File: config.mk
export PLATFORM = sky130hd
export DESIGN_NAME = rgsh_ctrl
export DESIGN_NICKNAME = d
export VERILOG_FILES = /design/src/design/rgsh_pkg.sv /design/src/design/rgsh_ctrl.sv
export SDC_FILE = /design/constraint.sdc
export NUM_CORES = 1
export LEC_CHECK = 0
export ABC_CLOCK_PERIOD_IN_PS = 3100
export BUFFER_PORTS_ARGS = -buffer_cell sky130_fd_sc_hd__buf_2
export CORE_UTILIZATION = 47
export CTS_CLUSTER_DIAMETER = 80
export DETAILED_ROUTE_END_ITERATION = 8
export PLACE_DENSITY_LB_ADDON = 0.2
export REMOVE_ABC_BUFFERS = 1
export SLEW_MARGIN = 20
export SYNTH_ARGS = -nofsm -noshare
export SYNTH_HDL_FRONTEND = slang
export SYNTH_SLANG_ARGS = --single-unit
File: constraint.sdc
create_clock -name clk -period 3.1 [get_ports clk]
set_input_delay 0.775 -clock clk [delete_from_list [all_inputs] [get_ports clk]]
set_output_delay 0.775 -clock clk [all_outputs]
set_load 0.005 [all_outputs]
File: src/design/rgsh_pkg.sv
// Package for the random grain sample-and-hold block.
// Holds shared constants, the controller state type and the command/status structs.
// No dependencies.
`default_nettype none
package rgsh_pkg;

	// default sizing of the grain store
	localparam int MAX_BINS_DEF  = 8;
	localparam int MAX_GRAIN_DEF = 16384;
	localparam int FADE_LEN_DEF  = 50;

	// configuration registers
	localparam int NB_W      = 4;
	localparam int GS_W      = 15;
	localparam int CFG_W     = 15;
	localparam int CFG_IDX_W = 1;
	localparam logic [CFG_IDX_W-1:0] REG_NUM_BINS      = 1'd0;
	localparam logic [CFG_IDX_W-1:0] REG_GRAIN_SAMPLES = 1'd1;
	localparam logic [NB_W-1:0]      NB_RST            = 4'd8;
	localparam logic [GS_W-1:0]      GS_RST            = 15'd9600;

	// stream payloads
	localparam int SAMPLE_W    = 16;
	localparam int RND_W       = 32;
	localparam int WORD_W      = 32;
	localparam int IN_TDATA_W  = 64;
	localparam int OUT_TDATA_W = 32;

	typedef enum logic [4:0] {
		ST_CLEAR,
		ST_IDLE,
		ST_MOD,
		ST_RD_PLAY,
		ST_RD_TAIL,
		ST_OUT,
		ST_WR_TAIL,
		ST_INC,
		ST_CHK,
		ST_FD_RD,
		ST_FD_MUL,
		ST_FD_ABS,
		ST_FD_RCP,
		ST_FD_COR,
		ST_FD_WR,
		ST_SWAP,
		ST_END,
		ST_SRCH
	} state_t;

	typedef enum logic [1:0] {
		RD_PLAY,
		RD_TAIL,
		RD_FADE
	} rd_sel_t;

	typedef enum logic [2:0] {
		WR_NONE,
		WR_CLEAR,
		WR_REC,
		WR_TAIL,
		WR_FADE
	} wr_sel_t;

	typedef struct packed {
		logic    cap_in;
		logic    mod_step;
		logic    set_first;
		logic    rd_en;
		rd_sel_t rd_sel;
		logic    cap_play;
		logic    load_out;
		wr_sel_t wr_sel;
		logic    pos_inc;
		logic    fd_init;
		logic    fd_mul;
		logic    fd_abs;
		logic    fd_rcp;
		logic    fd_cor;
		logic    fd_next;
		logic    swap;
		logic    grain_end;
		logic    srch_step;
	} cmd_t;

	typedef struct packed {
		logic clr_last;
		logic mod_done;
		logic out_free;
		logic pos_lt_f;
		logic pos_eq_f;
		logic grain_end;
		logic fd_last;
		logic srch_done;
	} status_t;

endpackage
`default_nettype wire

File: src/design/rgsh_ctrl.sv
// Controller for the random grain sample-and-hold block.
// Sequences clear, modulo, read/write, fade and bin search steps; uses rgsh_pkg.
`default_nettype none
module rgsh_ctrl
	import rgsh_pkg::*;
(
	input  wire logic    clk,
	input  wire logic    arst_n,
	input  wire logic    in_valid,
	output logic         in_ready,
	input  wire status_t st,
	output cmd_t         cmd
);

	state_t state_q, state_d;

	// state register
	always_ff @(posedge clk or negedge arst_n) begin
		if (!arst_n) begin
			state_q <= ST_CLEAR;
		end else begin
			state_q <= state_d;
		end
	end

	// next state
	always_comb begin
		state_d = state_q;
		case (state_q)
			ST_CLEAR:   if (st.clr_last) state_d = ST_IDLE;
			ST_IDLE:    if (in_valid) state_d = ST_MOD;
			ST_MOD:     if (st.mod_done) state_d = ST_RD_PLAY;
			ST_RD_PLAY: state_d = ST_RD_TAIL;
			ST_RD_TAIL: state_d = ST_OUT;
			ST_OUT:     if (st.out_free) state_d = ST_WR_TAIL;
			ST_WR_TAIL: state_d = ST_INC;
			ST_INC:     state_d = ST_CHK;
			ST_CHK: begin
				if (st.pos_eq_f) state_d = ST_FD_RD;
				else if (st.grain_end) state_d = ST_END;
				else state_d = ST_IDLE;
			end
			ST_FD_RD:   state_d = ST_FD_MUL;
			ST_FD_MUL:  state_d = ST_FD_ABS;
			ST_FD_ABS:  state_d = ST_FD_RCP;
			ST_FD_RCP:  state_d = ST_FD_COR;
			ST_FD_COR:  state_d = ST_FD_WR;
			ST_FD_WR:   state_d = st.fd_last ? ST_SWAP : ST_FD_RD;
			ST_SWAP:    state_d = st.grain_end ? ST_END : ST_IDLE;
			ST_END:     state_d = ST_SRCH;
			ST_SRCH:    if (st.srch_done) state_d = ST_IDLE;
			default:    state_d = ST_CLEAR;
		endcase
	end

	// command outputs
	always_comb begin
		cmd      = '0;
		cmd.rd_sel = RD_PLAY;
		cmd.wr_sel = WR_NONE;
		in_ready = 1'b0;
		case (state_q)
			ST_CLEAR: cmd.wr_sel = WR_CLEAR;
			ST_IDLE: begin
				in_ready   = 1'b1;
				cmd.cap_in = in_valid;
			end
			ST_MOD: begin
				cmd.mod_step  = !st.mod_done;
				cmd.set_first = st.mod_done;
			end
			ST_RD_PLAY: begin
				cmd.rd_en  = 1'b1;
				cmd.rd_sel = RD_PLAY;
			end
			ST_RD_TAIL: begin
				cmd.rd_en    = 1'b1;
				cmd.rd_sel   = RD_TAIL;
				cmd.cap_play = 1'b1;
			end
			ST_OUT: begin
				cmd.load_out = st.out_free;
				cmd.wr_sel   = st.out_free ? WR_REC : WR_NONE;
			end
			ST_WR_TAIL: cmd.wr_sel = st.pos_lt_f ? WR_TAIL : WR_NONE;
			ST_INC:     cmd.pos_inc = 1'b1;
			ST_CHK:     cmd.fd_init = st.pos_eq_f;
			ST_FD_RD: begin
				cmd.rd_en  = 1'b1;
				cmd.rd_sel = RD_FADE;
			end
			ST_FD_MUL: cmd.fd_mul = 1'b1;
			ST_FD_ABS: cmd.fd_abs = 1'b1;
			ST_FD_RCP: cmd.fd_rcp = 1'b1;
			ST_FD_COR: cmd.fd_cor = 1'b1;
			ST_FD_WR: begin
				cmd.wr_sel  = WR_FADE;
				cmd.fd_next = 1'b1;
			end
			ST_SWAP: cmd.swap = 1'b1;
			ST_END:  cmd.grain_end = 1'b1;
			ST_SRCH: cmd.srch_step = 1'b1;
			default: cmd.wr_sel = WR_NONE;
		endcase
	end

endmodule
`default_nettype wire

==> impl_metrics.toml, run 1 <==
[synthesis]
postSynth.asyncResetShare_pct = 100.0
synthCells = 87
yosysWarnings = 0
ys_seq_area_share_pct = 19.65
ys_seq_elements = 5
synth_edf_count = 0
yosysUniqueCellTypes = 37
synth_flop_cell = "dfrtp_1"
syn_avg_cell_area_sq_um = 7.320
syn-cell-area_sq_um = 636.9

[cells_and_area]
fillers = 117
top_register = "state_q"
stdcell_area_sq_um = 805.8
num-nets-final = 130
reg.largest.list = "state_q (5)"
drive_above_1_share_pct = 37.29
largest_reg_flops = 5
area.growth.synth_to_final_pct = 26.52
n_antenna_cell = 0

[sta]
setup_violations = 0
min_period_ns = 2.555
skew_ns = 0.005451
timing.final.crit_share_pct = 82.41
slew_violations = 0
worstMarginPinSlew_ns = 0.4721
clock.fmax_mhz = 391.4
hold_violations = 0
max-slew-margin-rel_pct = 68.53
rsz0062_at_grt = "no"
layout_setup_ws_ns = 0.5452
tns_ns = 0

[die]
die_w_um = 38.81
placementRows = 12
dieArea_sq_um = 1506
die_y_um = 38.81
io_pins = 33
core_sq_um = 1186
start_util_pct = 53.69

[clocking]
path_clk_slew_ns = 0.05
cts_tree = "built"
clock_path_buffers = 2
cts_buffers = 3
post_cts_buffers = 0
clock_sinks = 5
insertion_delay_ns = 0.25
root_buffer = "clkbuf_4"
hold_buffers = 0
cts_max_level = 1
cts_resized = 0

[setup_path]
reg2reg_depth = 4
path_delay_family = "simple AND/OR/NAND/NOR gates"
cp.required_ns = 2.32
startpoint_type = "register"
end_kind = "primary output"
crit_type = "register to primary output"
crit_slowest_cell = "dfrtp_1"
crit_chain = "or3b_1, nor4b_1, buf_2"
path_buf_inv = 1
cpPeakStageDelay_ns = 0.53
cp_num_cells = 3
crit_path_max_fanout = 16
cp.arrival_ns = 1.78

[placement]
placed_area_sq_um = 779.5
place_hpwl_um = 1293
port_buffers = 32
globalplace.congestion = 0.8616
preCtsSetupSlack_ns = 0.8180

[power_and_ir_drop]
ir_drop_v = 0.0004164
power.density_nw_per_um2 = 899.0
p_leak_nw = 0.4139

[grt]
grt_pass1_wl_um = 2518
antenna_found_initial = 0
grt.overflow.total = 0
grt_max_degree = 20
grt_pass1_vias = 618
grt_usage_pct = 24.46

[drt]
dr.pass1.iters = 4
route.detailed.drc = 0
vias_per_cell = 5.697
drt-total-wl_um = 1670
routed-via-count = 752
drt.antenna.violating_nets = 0
drtIter0Drc = 5
wl_per_cell_um = 12.65

[status]
outcome = "completed"

[worst_hold_path]
holdCritPathClass = "input pin to async pin"

[flow_run]
max_cap_viol_count = 0
==> routing by layer <==
metal	track usage, %	up-vias	wire [um]
li1	-	380	-
met1	30.80	346	768
met2	41.25	24	814
met3	1.734	2	64
met4	12.07	0	23
met5	0	-	0
==> logic make-up after synthesis <==
kind of cell / share of synthesized area, %
AOI/OAI and AO/OA: 21.41
xor gates and xnor gates: 1.375
buffers and inverters: 10.80
and+or+nand+nor: 43.62
muxes: 3.144
DFF: 19.65
==> report_power, final <==
group          leakage, nW  internal (W)  switching (W)
logic                0.335      0.000228       0.000270
clock network       0.0150     0.0000488      0.0000288
registers           0.0640     0.0000923      0.0000562
total                0.414      0.000370       0.000355
==> area by class of cell <==
type                    instances  area (sq um)  share of cell area [%]
well taps                      14         17.52                   2.174
multi-input cells              71         442.9                   54.97
inverters                       3         11.26                   1.398
repair buffers                 35         182.7                   22.67
clock buffers                   4         26.28                   3.261
flip-flops and latches          5         125.1                   15.53
==> cells in the mapped netlist, drive strengths merged, types with 2 or more instances <==
cell type  instances  area [sq um]
clkbuf             2         7.510
dfrtp              5         125.1
a22oi              2         15.01
mux2i              2         20.02
buf                6         50.04
nor2b              4         25.02
nor4               3         18.77
nor4bb             2         20.02
or3                3         23.77
nor3               4         20.02
a21oi              4         20.02
inv                3         11.26
nand2              5         18.77
and3               4         25.02
nor2              15         56.30
or3b               2         20.02
o21ai              4         20.01
nand3              3         15.01
==> worst reg2reg max path: stages (launching register included) <==
cell     delay [ns]
dfrtp_1        0.60
or3b_4         0.47
or3_4          0.40
nand3_1        0.12
o21ai_1        0.09
==> per-stage QoR <==
step	util, %	cells	power (W)	hold slack (ns)
floorplan	-	79	0.0004702	0.4794
global placement	65.72	128	0.0006422	0.5890
detailed placement	65.72	128	0.0006434	0.5916
CTS	67.93	132	0.0007262	0.3195
global route	67.93	132	0.0007840	0.3341
finish	67.93	132	0.0007244	0.3256
==> cells in the final DEF, fill, tap and decap left out, types with 2 or more instances in the layout <==
cell / instances
nand3_1: 3
dfrtp_1: 5
nor2b_1: 4
mux2i_1: 2
nor3_1: 4
buf_2: 32
nand2_1: 5
inv_1: 3
a22oi_1: 2
nor4_1: 3
o21ai_0: 3
a21oi_1: 4
nor4bb_1: 2
or3_1: 2
nor2_1: 15
clkbuf_4: 3
buf_4: 3
and3_1: 4
==> final timing paths <==
path | start | endpoint | slack, ns
worst max-delay path | state_q[2] | cmd[8] | 0.55
worst min-delay path | arst_n | state_q[2] | 0.33
worst max register to register | state_q[2] | state_q[1] | 1.29
worst min register to register | state_q[0] | state_q[0] | 0.72
max in group asynchronous | arst_n | state_q[4] | 2.64
min in group clk | state_q[0] | state_q[0] | 0.72
No activity file was read; power rests on OpenSTA's default activity.
==> run 2, diff against run 1 <==
- ABC_CLOCK_PERIOD_IN_PS: 3100 -> 2400
- CORE_UTILIZATION: 47 -> 44
- clock period: 3.1 -> 2.4 ns (I/O delays scaled with it)
==> impl_metrics.toml, run 2 (synthesized netlist as in run 1, its figures left out) <==
[setup_path]
reg2reg_from = "state_q[2]"
cp.required_ns = 1.80
end_kind = "primary output"
cp.arrival_ns = 1.71
crit_path_max_fanout = 13
critPathLaunch = "state_q[1]"
crit_type = "register to primary output"
startpoint_type = "register"

[sta]
rsz0062_at_grt = "no"
max-slew-margin-rel_pct = 77.33
worstMarginPinSlew_ns = 0.3315
skew_ns = 0.003802
clock.fmax_mhz = 433.1
setup_violations = 0
timing.final.crit_share_pct = 96.20
hold_slack_ns = 0.1592
hold_violations = 0
slew_violations = 0
min_period_ns = 2.309
tns_ns = 0

[clocking]
clock_sinks = 5
cts_resized = 0
hold_buffers = 0
clock_path_buffers = 2
cts_buffers = 3
post_cts_buffers = 0
path_clk_slew_ns = 0.05
root_buffer = "clkbuf_4"
cts_tree = "built"
cts_max_level = 1
insertion_delay_ns = 0.24

[die]
dieArea_sq_um = 1604
io_pins = 33
placementRows = 13
core_sq_um = 1318
start_util_pct = 48.34
die_y_um = 40.05
die_w_um = 40.05

[cells_and_area]
final_common_cell = "buf_2"
area.growth.synth_to_final_pct = 29.08
multi_input_area_sq_um = 442.9
fin_cells = 135
n_antenna_cell = 0
layout_common_cells = "32 x buf_2, 15 x nor2_1, 5 x nand2_1, 5 x buf_4, 5 x dfrtp_1"
reg.largest.list = "state_q (5)"
drive_above_1_share_pct = 38.33
top_register = "state_q"
regArea_sq_um = 125.1
fillers = 130
num-nets-final = 132
largest_reg_flops = 5

[power_and_ir_drop]
p_leak_nw = 0.4244
ir_drop_v = 0.0009265
power.density_nw_per_um2 = 1159

[placement]
place_hpwl_um = 1381
port_buffers = 32
dp.cells = 131
globalplace.congestion = 0.8868

[grt]
grt.overflow.total = 0
grt_pass1_vias = 606
met1_usage_pct = 31.33
grt_pass1_wl_um = 2566
use_met3_pct = 10.00
antenna_found_initial = 0
top_usage_layer = "met2"
grt_util_met2_pct = 38.71
grt_max_degree = 20
grt_usage_pct = 24.88

[drt]
drtIter0Drc = 15
drt-total-wl_um = 1756
dr.pass1.iters = 4
vias_per_cell = 5.548
routed-via-count = 749
drt.antenna.violating_nets = 0
wl_per_cell_um = 13.01
route.detailed.drc = 0

[flow_run]
max_cap_viol_count = 0

[worst_hold_path]
holdCritPathClass = "input pin to async pin"

[status]
outcome = "completed"
[run 2: changes by cell type in the layout (fill, tap and decap cells not counted), sizes merged]
cell  previous run  this run
buf             35        37
[run 2: final timing paths]
check	endpoint	slack [ns]	cells after the start
worst max-delay path	cmd[19]	0.09	4
worst min-delay path	state_q[2]	0.16	1
worst max register to register	state_q[1]	0.72	4
worst min register to register	state_q[0]	0.75	2
max in group asynchronous	state_q[1]	2.11	1
min in group clk	state_q[4]	0.66	3
[run 2: area by class of cell]
cell class | instances | share of cell area [%]
tap | 15 | 2.283
sequential | 5 | 15.22
inverter | 3 | 1.370
clock buffer | 4 | 3.196
multi-input combinational | 71 | 53.88
timing repair buffer | 37 | 24.05
[run 2: power breakdown]
| part | leakage, nW | total [W] | switching (W) | internal [W] |
|---|---|---|---|---|
| Clock | 0.0150 | 0.0000984 | 0.0000355 | 0.0000629 |
| Combinational | 0.345 | 0.000666 | 0.000359 | 0.000307 |
| Sequential | 0.0640 | 0.000188 | 0.0000682 | 0.000120 |
[run 2: critical path: stages (launching register included)]
cell	delay [ns]
dfrtp_1	0.55
or2b_1	0.31
or3_1	0.44
inv_1	0.07
buf_2	0.10
[run 2: per-stage QoR]
step	setup slack [ns]	util (%)	instance area (sq um)	total power [W]
6_report	0.09122	62.39	822.0	0.0009523
5_1_grt	0.007470	62.39	822.0	0.001044
2_1_floorplan	0.4399	-	579.3	0.0006073
3_5_place_dp	0.3783	60.40	795.8	0.0008499
4_1_cts	0.1075	62.39	822.0	0.0009540
3_3_place_gp	0.3851	60.40	795.8	0.0008340
[run 2: layer usage]
metal | vias to the layer above | routed length, um | part of all wire, %
met3 | 0 | 144 | 8.2
met4 | 0 | 0 | 0
met1 | 328 | 771 | 44
met2 | 37 | 839 | 48
met5 | - | 0 | 0
li1 | 384 | - | -
